File: src/hdl/assert_macros.svh
// ----------------------------------------------------------------------------
// Assertion macros
// Shared forms for concurrent checks clocked by clk and disabled in reset.
// ----------------------------------------------------------------------------
`ifndef ASSERT_MACROS_SVH
`define ASSERT_MACROS_SVH

// The consequent must hold in the same cycle as the antecedent.
`define ASSERT_SAME(label, ante, cons, msg) \
  label: assert property (@(posedge clk) disable iff (!rst_n) (ante) |-> (cons)) \
    else $error(msg);

// The consequent must hold in the cycle after the antecedent.
`define ASSERT_NEXT(label, ante, cons, msg) \
  label: assert property (@(posedge clk) disable iff (!rst_n) (ante) |=> (cons)) \
    else $error(msg);

`endif

File: src/hdl/bdq_pkg.sv
// ----------------------------------------------------------------------------
// bdq_pkg
// Sizes, codes, beat types and word conversions of the bounded deque.
// ----------------------------------------------------------------------------
package bdq_pkg;

  // Storage geometry.
  localparam int DEPTH      = 64;
  localparam int DATA_WIDTH = 32;
  localparam int ADDR_W     = $clog2(DEPTH);
  localparam int CNT_W      = $clog2(DEPTH + 1);

  // Capacity register.
  localparam int CAP_W = 7;
  localparam logic [CAP_W-1:0] CAP_RESET = CAP_W'(64);

  // Operation queue between the front and back parts; a power of two.
  localparam int QDEPTH = 2;
  localparam int QPTR_W = $clog2(QDEPTH);
  localparam int QCNT_W = $clog2(QDEPTH + 1);

  // Value reported at both ends when the deque is empty.
  localparam logic signed [31:0] NONE_VALUE = -32'sd1;

  typedef logic [DATA_WIDTH-1:0] word_t;
  typedef logic [ADDR_W-1:0]     addr_t;
  typedef logic [CNT_W-1:0]      count_t;
  typedef logic [CAP_W-1:0]      cap_t;

  typedef enum logic [1:0] {
    ACT_INS_FRONT = 2'd0,
    ACT_INS_BACK  = 2'd1,
    ACT_REM_FRONT = 2'd2,
    ACT_REM_BACK  = 2'd3
  } action_t;

  typedef struct packed {
    action_t            action;
    logic signed [31:0] value;
  } bdq_in_t;

  typedef struct packed {
    logic               accepted;
    logic signed [31:0] front_value;
    logic signed [31:0] rear_value;
    logic               is_empty;
    logic               is_full;
  } bdq_out_t;

  // Classified operation handed from the front part to the back part.
  typedef struct packed {
    logic  insert;
    logic  at_front;
    word_t data;
  } bdq_op_t;

  typedef struct packed {
    logic full;
    logic empty;
  } bdq_q_status_t;

  // Keep the low DATA_WIDTH bits of a sign-extended input word.
  function automatic word_t to_word(logic signed [31:0] v);
    logic signed [63:0] wide;
    wide = 64'(v);
    return wide[DATA_WIDTH-1:0];
  endfunction

  // Sign-extend a stored word and report its low 32 bits.
  function automatic logic signed [31:0] from_word(word_t w);
    logic signed [63:0] wide;
    wide = 64'(signed'(w));
    return wide[31:0];
  endfunction

endpackage

File: src/hdl/bdq_front.sv
// ----------------------------------------------------------------------------
// bdq_front
// Accepts input beats, classifies the action and pushes it to the op queue.
// ----------------------------------------------------------------------------
module bdq_front (
  input  logic                   clk,
  input  logic                   rst_n,
  input  logic                   in_valid,
  output logic                   in_stall,
  input  bdq_pkg::bdq_in_t       in_data,
  input  bdq_pkg::bdq_q_status_t q_status,
  output logic                   op_push,
  output bdq_pkg::bdq_op_t       push_op
);
  import bdq_pkg::*;

  logic    stage_valid_r;
  logic    stage_valid_nxt;
  bdq_op_t stage_op_r;
  bdq_op_t stage_op_nxt;
  logic    in_take;

  // The stage is free when empty or when its op moves on this cycle.
  assign op_push  = stage_valid_r && !q_status.full;
  assign in_stall = stage_valid_r && q_status.full;
  assign in_take  = in_valid && !in_stall;
  assign push_op  = stage_op_r;

  // Decode the action into insert/remove and front/back.
  always_comb begin
    stage_op_nxt      = stage_op_r;
    stage_valid_nxt   = stage_valid_r && !op_push;
    if (in_take) begin
      stage_valid_nxt = 1'b1;
      stage_op_nxt.data = to_word(in_data.value);
      case (in_data.action)
        ACT_INS_FRONT: begin
          stage_op_nxt.insert   = 1'b1;
          stage_op_nxt.at_front = 1'b1;
        end
        ACT_INS_BACK: begin
          stage_op_nxt.insert   = 1'b1;
          stage_op_nxt.at_front = 1'b0;
        end
        ACT_REM_FRONT: begin
          stage_op_nxt.insert   = 1'b0;
          stage_op_nxt.at_front = 1'b1;
        end
        default: begin
          stage_op_nxt.insert   = 1'b0;
          stage_op_nxt.at_front = 1'b0;
        end
      endcase
    end
  end

  always_ff @(posedge clk) begin
    if (!rst_n) begin
      stage_valid_r <= 1'b0;
    end else begin
      stage_valid_r <= stage_valid_nxt;
    end
    stage_op_r <= stage_op_nxt;
  end

endmodule

File: src/hdl/bdq_op_fifo.sv
// ----------------------------------------------------------------------------
// bdq_op_fifo
// Short queue of classified operations between the front and back parts.
// ----------------------------------------------------------------------------
module bdq_op_fifo (
  input  logic                   clk,
  input  logic                   rst_n,
  input  logic                   op_push,
  input  bdq_pkg::bdq_op_t       push_op,
  input  logic                   op_pop,
  output bdq_pkg::bdq_op_t       head_op,
  output bdq_pkg::bdq_q_status_t q_status
);
  import bdq_pkg::*;

  bdq_op_t             slots [QDEPTH];
  logic [QPTR_W-1:0]   wr_ptr_r;
  logic [QPTR_W-1:0]   wr_ptr_nxt;
  logic [QPTR_W-1:0]   rd_ptr_r;
  logic [QPTR_W-1:0]   rd_ptr_nxt;
  logic [QCNT_W-1:0]   fill_r;
  logic [QCNT_W-1:0]   fill_nxt;

  assign head_op        = slots[rd_ptr_r];
  assign q_status.full  = fill_r == QCNT_W'(QDEPTH);
  assign q_status.empty = fill_r == '0;

  // Pointer and fill level updates.
  always_comb begin
    wr_ptr_nxt = op_push ? wr_ptr_r + 1'b1 : wr_ptr_r;
    rd_ptr_nxt = op_pop  ? rd_ptr_r + 1'b1 : rd_ptr_r;
    fill_nxt   = fill_r;
    if (op_push && !op_pop) begin
      fill_nxt = fill_r + 1'b1;
    end else if (op_pop && !op_push) begin
      fill_nxt = fill_r - 1'b1;
    end
  end

  always_ff @(posedge clk) begin
    if (!rst_n) begin
      wr_ptr_r <= '0;
      rd_ptr_r <= '0;
      fill_r   <= '0;
    end else begin
      wr_ptr_r <= wr_ptr_nxt;
      rd_ptr_r <= rd_ptr_nxt;
      fill_r   <= fill_nxt;
    end
  end

  // Slot storage.
  always_ff @(posedge clk) begin
    if (op_push) begin
      slots[wr_ptr_r] <= push_op;
    end
  end

endmodule

File: src/hdl/bdq_back.sv
// ----------------------------------------------------------------------------
// bdq_back
// Executes queued operations on the circular store and forms result beats.
// ----------------------------------------------------------------------------
module bdq_back (
  input  logic                   clk,
  input  logic                   rst_n,
  input  bdq_pkg::cap_t          capacity,
  input  bdq_pkg::bdq_op_t       op,
  input  bdq_pkg::bdq_q_status_t q_status,
  output logic                   op_pop,
  output logic                   out_valid,
  input  logic                   out_stall,
  output bdq_pkg::bdq_out_t      out_data
);
  import bdq_pkg::*;

  typedef enum logic [1:0] {
    ST_EXEC,
    ST_READ,
    ST_RESP
  } state_t;

  localparam int CMP_W = (CAP_W > CNT_W) ? CAP_W : CNT_W;

  // Add two slot indexes modulo DEPTH; the sum stays below twice DEPTH.
  function automatic addr_t wrap_add(addr_t base, addr_t offs);
    logic [ADDR_W:0] sum;
    sum = {1'b0, base} + {1'b0, offs};
    if (sum >= (ADDR_W + 1)'(DEPTH)) begin
      sum = sum - (ADDR_W + 1)'(DEPTH);
    end
    return sum[ADDR_W-1:0];
  endfunction

  state_t     state_r;
  state_t     state_nxt;
  addr_t      head_r;
  addr_t      head_nxt;
  count_t     count_r;
  count_t     count_nxt;
  logic       acc_r;
  logic       acc_nxt;
  logic       out_valid_r;
  logic       out_valid_nxt;
  bdq_out_t   out_data_r;
  bdq_out_t   out_data_nxt;

  word_t      store [DEPTH];
  word_t      rd_front_r;
  word_t      rd_rear_r;
  logic       mem_we;
  addr_t      mem_waddr;

  logic [CMP_W-1:0] cap_ext;
  logic [CMP_W-1:0] depth_c;
  logic [CMP_W-1:0] limit;
  logic       is_full;
  logic       is_empty;
  addr_t      head_dec;
  addr_t      head_inc;
  addr_t      tail_addr;
  addr_t      rear_addr;

  // Occupancy flags against the clamped capacity.
  assign cap_ext  = CMP_W'(capacity);
  assign depth_c  = CMP_W'(DEPTH);
  assign limit    = (cap_ext > depth_c) ? depth_c : cap_ext;
  assign is_full  = CMP_W'(count_r) >= limit;
  assign is_empty = count_r == '0;

  // Neighbor slots of the head, the free slot past the rear, and the rear.
  assign head_dec  = (head_r == '0) ? ADDR_W'(DEPTH - 1) : head_r - 1'b1;
  assign head_inc  = (head_r == ADDR_W'(DEPTH - 1)) ? '0 : head_r + 1'b1;
  assign tail_addr = wrap_add(head_r, ADDR_W'(count_r));
  assign rear_addr = wrap_add(head_r, ADDR_W'(count_r - 1'b1));

  assign out_valid = out_valid_r;
  assign out_data  = out_data_r;

  // Sequencer: execute, read both ends, then load the result register.
  always_comb begin
    state_nxt     = state_r;
    head_nxt      = head_r;
    count_nxt     = count_r;
    acc_nxt       = acc_r;
    op_pop        = 1'b0;
    mem_we        = 1'b0;
    mem_waddr     = tail_addr;
    out_valid_nxt = out_valid_r && out_stall;
    out_data_nxt  = out_data_r;
    case (state_r)
      ST_EXEC: begin
        if (!q_status.empty) begin
          op_pop    = 1'b1;
          acc_nxt   = 1'b0;
          state_nxt = ST_READ;
          if (op.insert) begin
            if (!is_full) begin
              acc_nxt   = 1'b1;
              count_nxt = count_r + 1'b1;
              mem_we    = 1'b1;
              if (op.at_front) begin
                head_nxt  = head_dec;
                mem_waddr = head_dec;
              end
            end
          end else if (!is_empty) begin
            acc_nxt   = 1'b1;
            count_nxt = count_r - 1'b1;
            if (op.at_front) begin
              head_nxt = head_inc;
            end
          end
        end
      end
      ST_READ: begin
        state_nxt = ST_RESP;
      end
      ST_RESP: begin
        if (!out_valid_r || !out_stall) begin
          out_valid_nxt            = 1'b1;
          out_data_nxt.accepted    = acc_r;
          out_data_nxt.front_value = is_empty ? NONE_VALUE : from_word(rd_front_r);
          out_data_nxt.rear_value  = is_empty ? NONE_VALUE : from_word(rd_rear_r);
          out_data_nxt.is_empty    = is_empty;
          out_data_nxt.is_full     = is_full;
          state_nxt                = ST_EXEC;
        end
      end
      default: begin
        state_nxt = ST_EXEC;
      end
    endcase
  end

  always_ff @(posedge clk) begin
    if (!rst_n) begin
      state_r     <= ST_EXEC;
      head_r      <= '0;
      count_r     <= '0;
      out_valid_r <= 1'b0;
    end else begin
      state_r     <= state_nxt;
      head_r      <= head_nxt;
      count_r     <= count_nxt;
      out_valid_r <= out_valid_nxt;
    end
    acc_r      <= acc_nxt;
    out_data_r <= out_data_nxt;
  end

  // Entry store: one write port, two registered read ports.
  always_ff @(posedge clk) begin
    if (mem_we) begin
      store[mem_waddr] <= op.data;
    end
    if (state_r == ST_READ) begin
      rd_front_r <= store[head_r];
      rd_rear_r  <= store[rear_addr];
    end
  end

endmodule

File: src/hdl/bounded_double_ended_queue.sv
// ----------------------------------------------------------------------------
// bounded_double_ended_queue
// A deque of signed words in a circular store of bdq_pkg::DEPTH entries,
// limited by the capacity register (clamped to the depth). Each input beat
// inserts or removes at either end; a refused operation leaves the state
// alone. Every input beat yields one result beat with the accepted flag,
// both end words after the operation (-1 when empty) and the empty and full
// flags. An input beat passes a registered classify stage and a two-entry
// operation queue, then the execute sequencer: update pointers and write
// the store, read both ends from the store, load the result register. The
// sequencer takes no new operation until it has loaded the result of the
// last one, so it and its single store bound the throughput. Write
// capacity only while no beat is in flight.
// ----------------------------------------------------------------------------
`include "assert_macros.svh"

module bounded_double_ended_queue (
  input  logic              clk,
  input  logic              rst_n,
  input  logic              in_valid,
  output logic              in_stall,
  input  bdq_pkg::bdq_in_t  in_data,
  output logic              out_valid,
  input  logic              out_stall,
  output bdq_pkg::bdq_out_t out_data,
  input  logic              cfg_we,
  input  bdq_pkg::cap_t     cfg_data
);
  import bdq_pkg::*;

  cap_t          capacity_r;
  logic          op_push;
  bdq_op_t       push_op;
  logic          op_pop;
  bdq_op_t       head_op;
  bdq_q_status_t q_status;

  // Capacity register.
  always_ff @(posedge clk) begin
    if (!rst_n) begin
      capacity_r <= CAP_RESET;
    end else if (cfg_we) begin
      capacity_r <= cfg_data;
    end
  end

  bdq_front u_front (
    .clk      (clk),
    .rst_n    (rst_n),
    .in_valid (in_valid),
    .in_stall (in_stall),
    .in_data  (in_data),
    .q_status (q_status),
    .op_push  (op_push),
    .push_op  (push_op)
  );

  bdq_op_fifo u_op_fifo (
    .clk      (clk),
    .rst_n    (rst_n),
    .op_push  (op_push),
    .push_op  (push_op),
    .op_pop   (op_pop),
    .head_op  (head_op),
    .q_status (q_status)
  );

  bdq_back u_back (
    .clk       (clk),
    .rst_n     (rst_n),
    .capacity  (capacity_r),
    .op        (head_op),
    .q_status  (q_status),
    .op_pop    (op_pop),
    .out_valid (out_valid),
    .out_stall (out_stall),
    .out_data  (out_data)
  );

  // Checks on the op queue handoff and the result beat.
  `ASSERT_SAME(a_push_has_room, op_push, !q_status.full, "op pushed into a full queue")
  `ASSERT_SAME(a_pop_has_op, op_pop, !q_status.empty, "op popped from an empty queue")
  `ASSERT_NEXT(a_empty_stays, q_status.empty && !op_push, q_status.empty, "queue filled without a push")
  `ASSERT_SAME(a_empty_ends, out_valid && out_data.is_empty, (out_data.front_value == NONE_VALUE) && (out_data.rear_value == NONE_VALUE), "empty result with end words")

endmodule
File: config.mk
export PLATFORM = sky130hd
export DESIGN_NAME = bounded_double_ended_queue
export DESIGN_NICKNAME = d
export VERILOG_FILES = /design/src/hdl/bdq_pkg.sv /design/src/hdl/bdq_front.sv /design/src/hdl/bdq_op_fifo.sv /design/src/hdl/bdq_back.sv /design/src/hdl/bounded_double_ended_queue.sv
export VERILOG_INCLUDE_DIRS = /design/src /design/src/hdl
export SDC_FILE = /design/constraint.sdc
export NUM_CORES = 2
export LEC_CHECK = 0
export ABC_AREA = 1
export BUFFER_PORTS_ARGS = -buffer_cell sky130_fd_sc_hd__buf_2
export CELL_PAD_IN_SITES_DETAIL_PLACEMENT = 2
export CELL_PAD_IN_SITES_GLOBAL_PLACEMENT = 2
export CORE_UTILIZATION = 40
export CTS_CLUSTER_SIZE = 30
export DETAILED_ROUTE_END_ITERATION = 10
export GPL_ROUTABILITY_DRIVEN = 0
export PLACE_DENSITY = 0.79
export SLEW_MARGIN = 20
export SYNTH_ARGS = -nofsm -noshare
export SYNTH_HDL_FRONTEND = slang
export SYNTH_HIERARCHICAL = 1
export SYNTH_SLANG_ARGS = --single-unit
export TNS_END_PERCENT = 20
File: constraint.sdc
create_clock -name clk -period 4.65 [get_ports clk]
set_input_delay 0.6975 -clock clk [delete_from_list [all_inputs] [get_ports clk]]
set_output_delay 0.6975 -clock clk [all_outputs]
set_load 0.05 [all_outputs]
### Word-level counts from Yosys, hierarchy flattened

Memory sizes are Yosys's and may differ from the RTL's. A register that Yosys moved wholly into a read port is not among the register bits.
Cells that the tools add are included.
Widths: inputs -> output; s select.

* flip-flop bits (word level): 130
* memory bits (writable): 2116
* bits of input ports: 46
* output and inout bits: 69
* word-level logic and storage cells: 113
* memories: 2

* add/sub/neg operators: 12
* order comparisons: 4
* eq/ne operators: 10
* mux-type cells: 41
* bitwise gates (word level): 1
* reduce and logical (&&, ||, !) cells: 25

Memory list
* u_back.store: depth 64, bits a word 32, rd ports 2, clocked after memory_dff 2, wr ports 1, RTL line bdq_back.sv:49 `word_t store [DEPTH];`
* u_op_fifo.slots: depth 2, bits a word 34, rd ports 1, clocked after memory_dff 1, wr ports 1, RTL line bdq_op_fifo.sv:16 `bdq_op_t slots [QDEPTH];`

Operators by type and width (number)
* $mux 6: 14
* $mux 7: 4
* $sub 6x1->6 const B: 3
* $mux 1: 17
* $add 6x6->7: 2
* $ge 7x7->1 const B: 2
* $pmux 2 s3: 2
* $mux 2: 4
* $add 7x1->7 const B: 1
* $ge 7x7->1: 1
* $gt 7x7->1 const B: 1
* $logic_and 1x1->1: 7
* $logic_not 7->1: 1
* $sub 7x1->7 const B: 1
* $add 6x1->6 const B: 1
* $eq 2x2->1 const B: 3
* $eq 6x6->1 const B: 1
* $logic_not 1->1: 6
* $logic_not 2->1: 3
* $logic_not 6->1: 1
* $ne 2x2->1 const B: 3
* $reduce_and 2->1: 3
* $reduce_and 5->1: 1
* $eq 2x1->1 const B: 2
* 8 further kinds: 9

### Depth between registers and ports, before layout

* word-level depth: 9
* mapped depth: 19
* gate-level depth less buffers: 17

### By module

Netlist, hierarchy kept.

By module, submodules not included
* bdq_back: times used 1, cells each 11861, area an instance 109346.1 um^2, seq. area each 65783.1 um^2
* bdq_op_fifo: times used 1, cells each 141, area an instance 2836.5 um^2, seq. area each 2142.1 um^2
* bdq_front: times used 1, cells each 45, area an instance 1086.0 um^2, seq. area each 1041.0 um^2
* bounded_double_ended_queue: times used 1, cells each 42, area an instance 280.3 um^2, seq. area each 140.1 um^2

### Worst setup path after synthesis

Ideal clock, no wire load.

* kind: input port to flip-flop
* start: in out_stall
* end: reg u_back.out_data_r, in the netlist u_back/out_data[0] (enable)
* library setup time: 0.493 ns
* data arrival time: 3.625 ns
* slack: 0.532 ns
* cell stages on the path: 3
* buffers on the path: 0
* path through: nand2_1 > inv_1 > nor2_1

* word-level cells in the longest chain between the ends: 3

Ends and longest elaborated chain
* start: declaration: RTL line bounded_double_ended_queue.sv:24 `input logic out_stall,`
* $logic_not 1->1: RTL line bdq_back.sv:121 `if (!out_valid_r || !out_stall) begin`
* $logic_or 1x1->1: RTL line bdq_back.sv:121
* $reduce_and 2->1 (no line)
* end signal: assignment: RTL line bdq_back.sv:150 `out_data_r <= out_data_nxt;`
* end: declaration: RTL line bdq_back.sv:46 `bdq_out_t out_data_r;`

No other way between the ends.
A chain may end at the register's enable or synchronous reset.

### Final worst setup path

* start: reg u_back.count_r[0]
* end: reg u_back.rd_rear_r[23], read port of u_back.store (data pin)

* word-level cells in the longest chain between the ends: 4

Ends and longest elaborated chain
* start: declaration: RTL line bdq_back.sv:40 `count_t count_r;`
* start signal: assignment: RTL line bdq_back.sv:146 `count_r <= count_nxt;`
* $sub 7x1->7 (*): RTL line bdq_back.sv:76 `assign rear_addr = wrap_add(head_r, ADDR_W'(count_r - 1'b1));`
* $add 6x6->7 (*): RTL line bdq_back.sv:29 `sum = {1'b0, base} + {1'b0, offs};`
* $sub 6x1->6 / $ge 7x7->1 (equally long branches): RTL line bdq_back.sv:31, bdq_back.sv:30
* $mux 6 (*): RTL line bdq_back.sv:30 `if (sum >= (ADDR_W + 1)'(DEPTH)) begin`
* end: declaration: RTL line bdq_back.sv:51 `word_t rd_rear_r;`

Every way passes the cells marked *; elsewhere a longest branch is shown, timed or not.

==> flow_metrics.tcl <==
set metrics [dict create \
    status "complete, no violations" \
    timing.final.crit_share 0.9655 \
    wl_per_cell_um 33.41 \
    synth_top_family_by_area "simple AND/OR/NAND/NOR gates" \
    drc 0 \
    path_class "register to register" \
    nNetsFinal 12052 \
    synth_fp_nets 12160 \
    grt_use_total 0.3641 \
    arrival_ns 5.25 \
    grt_max_degree 181 \
    dr.pass1.iters 6 \
    clk_path_buf_depth 4 \
    slew_headroom 0.2320 \
    routed_wl_um 533500 \
    finalSetupViolCount 0 \
    ant_nets 0 \
    final_hold_viol_count 0 \
    coreArea_sq_um 282300 \
    synth_edf_count 2282 \
    numPortBuffers 114 \
    cts_inserted_buffers 275 \
    viasPerCell 6.267 \
    ys_top_cells_by_count "nand2_1, edfxtp_1, o21ai_0" \
    synth_top_area_cell "edfxtp_1" \
    drive_gt1_frac 0.08660 \
    die_w_um 534.8 \
    clock-sinks 2311 \
    synth_flop_cell "edfxtp_1" \
    clk_latency_ns 0.92 \
    critPathLaunch "u_back/count_r[0]" \
    rr_endpoint "u_back/rd_rear_r[23]" \
    synth_xor_area_frac 0.001311 \
    post-cts-setup-buffers 0 \
    core.rowCount 195 \
    synth_compound_area_frac 0.1548 \
    cts_resized 0 \
    cts_max_level 5 \
    worstPathRequired_ns 5.41 \
    path_max_fanout 34 \
    start_kind "register" \
    ys_seq_elements 2311 \
    worst_slew_pin_slew_ns 1.152 \
    async_flop_share 0 \
    yosys_warnings 6 \
    ios 115 \
    synth.area.mux_share 0.004364 \
    ff2ff_setup_slack_ns 0.16 \
    drtIter0Drc 10586 \
    synth_top_area_share 0.6035 \
    syn_area_per_cell_sq_um 9.393 \
    cp-end-kind "register" \
    setup_tns_ns 0 \
    overflow 0 \
    vias 100074 \
    grt_pass1_vias 108139 \
    yosysUniqueCellTypes 41 \
    syn_area_sq_um 113500 \
    yosys.area_share.simple 0.1661 \
    r2r-start "u_back/count_r[0]" \
    reg2reg_depth 15 \
    areaGrowthSynthToFinish_pct 13.35 \
    hpwl_um 326300 \
    rsz0062_at_grt "no" \
    die_height_um 534.8 \
    initial_utilization 0.4022 \
    drv_slew 0 \
    ctsHoldBuffers 34 \
    fin_worst_skew_ns 0.04041 \
    period_minus_slack_ns 4.490 \
    cts_tree "built" \
    root_buffer "clkbuf_16" \
    synth_most_common_cell "nand2_1" \
    maxCapViolations 0 \
    clkTransAtPathRegs_ns 0.06 \
    max_freq_mhz 222.7 \
    dieArea_sq_um 286000 \
    yosys-top-cells-area "edfxtp_1, nand2_1, o21ai_0" \
    yosys.area_share.adder 0.002887 \
    antenna_found_initial 21 \
    syn_inst 12089 \
    grt_pass1_wl_um 761200 \
    crit_path_end "u_back/rd_rear_r[23]" \
    hold_path.class "input pin to register" \
    synth-seq-area-share 0.6086 \
]
logic make-up (layout without fill, tap and decap cells):
| kind of cell | after synthesis | count (layout) |
|---|---|---|
| fa+ha+maj | 25 | 25 |
| compound gates | 3236 | 3236 |
| other cells | 0 | 31 |
| mux | 34 | 34 |
| xor+xnor | 17 | 17 |
| flops | 2311 | 2311 |
| simple gates | 4787 | 4787 |
| buf+inv | 1679 | 1784 |
cells in the final DEF, fill, tap and decap left out, types with 22 or more instances in the layout:
cell type,instances
nand2_1,3016
nor2_1,1187
diode_2,31
clkinv_1,56
inv_1,779
nand4_1,87
buf_2,114
o21ai_0,1476
buf_4,223
a21oi_1,831
o211ai_1,481
mux2_4,30
o21ai_1,317
buf_12,124
nor2_4,71
clkbuf_16,289
o22ai_1,123
clkbuf_1,64
clkinv_2,45
dlygate4sd3_1,34
dfxtp_1,24
ha_1,22
or2_2,64
edfxtp_1,2282
nand3_1,331
layer usage:
metal / GRT usage / routed length (um) / share of wire / up-vias
met5: 0 / 13 / 0.000024 / -
met4: 0.2412 / 37420 / 0.070 / 2
met3: 0.04952 / 37340 / 0.070 / 1292
met2: 0.5998 / 254000 / 0.48 / 4747
met1: 0.4482 / 204700 / 0.38 / 52479
li1: - / - / - / 41554
per-stage QoR:
| stage | instances | instance area, sq um | util | hold slack [ns] | setup slack (ns) |
|---|---|---|---|---|---|
| after floorplan | 12089 | 113500 | - | 0.4003 | 0.5316 |
| after global placement | 15411 | 119600 | 0.4235 | 0.4233 | 0.4155 |
| after global routing | 15960 | 128700 | 0.4559 | 0.1273 | 0.06044 |
| after detailed placement | 15411 | 119600 | 0.4235 | 0.4419 | 0.2889 |
| after CTS | 15935 | 128600 | 0.4555 | 0.05051 | 0.2251 |
| final | 15968 | 128700 | 0.4559 | 0.1032 | 0.1604 |
sequential cells by signal (all words and copies together), names as in the netlist, 2 cells and up, named ones only:
name and cells:
u_op_fifo/fill_r 2, u_front/push_op 34, u_op_fifo/slots 68, u_back/state_r 2
u_back/out_data 67, u_back/rd_front_r 32, u_back/rd_rear_r 32, u_back/count_r 7
u_back/store 2048, capacity_r 7, u_back/head_r 6
layout make-up:
type                    instances  area (sq um)
diodes                         31         77.57
clock buffers                 356          7513
clock inverters               134          1159
fillers                     29394        153600
inverters                     796          3043
multi-input cells            8099         37980
flip-flops and latches       2311         69120
well taps                    3743          4683
repair buffers                498          5134
critical path, cell delays in order (launching register included):
cell	delay, ns
dfxtp_1	0.42
inv_1	0.17
ha_1	0.41
fa_4	0.87
inv_8	0.41
buf_12	0.30
buf_12	0.21
buf_4	0.31
o21ai_0	0.16
o21ai_1	0.15
nand2_1	0.06
nand2_1	0.10
nand2_1	0.07
nand3_1	0.11
nand3_1	0.36
nand2_1	0.18
worst min path at each step:
stage,to,cells past startpoint,start,slack (ns)
4_1_cts,u_front/stage_valid_r,3,in_valid,0.05
3_5_place_dp,u_op_fifo/slots[1][9],0,u_front/push_op[9],0.44
2_1_floorplan,u_back/out_data[66],0,u_back/acc_r,0.40
5_1_grt,u_front/stage_valid_r,3,in_valid,0.13
3_3_place_gp,u_op_fifo/slots[0][7],0,u_front/push_op[7],0.42
6_report,u_front/stage_valid_r,3,in_valid,0.10
Power is left out: the tool's default activity adds up to more than one toggle a clock period on the data nets, which glitch-free logic cannot reach.
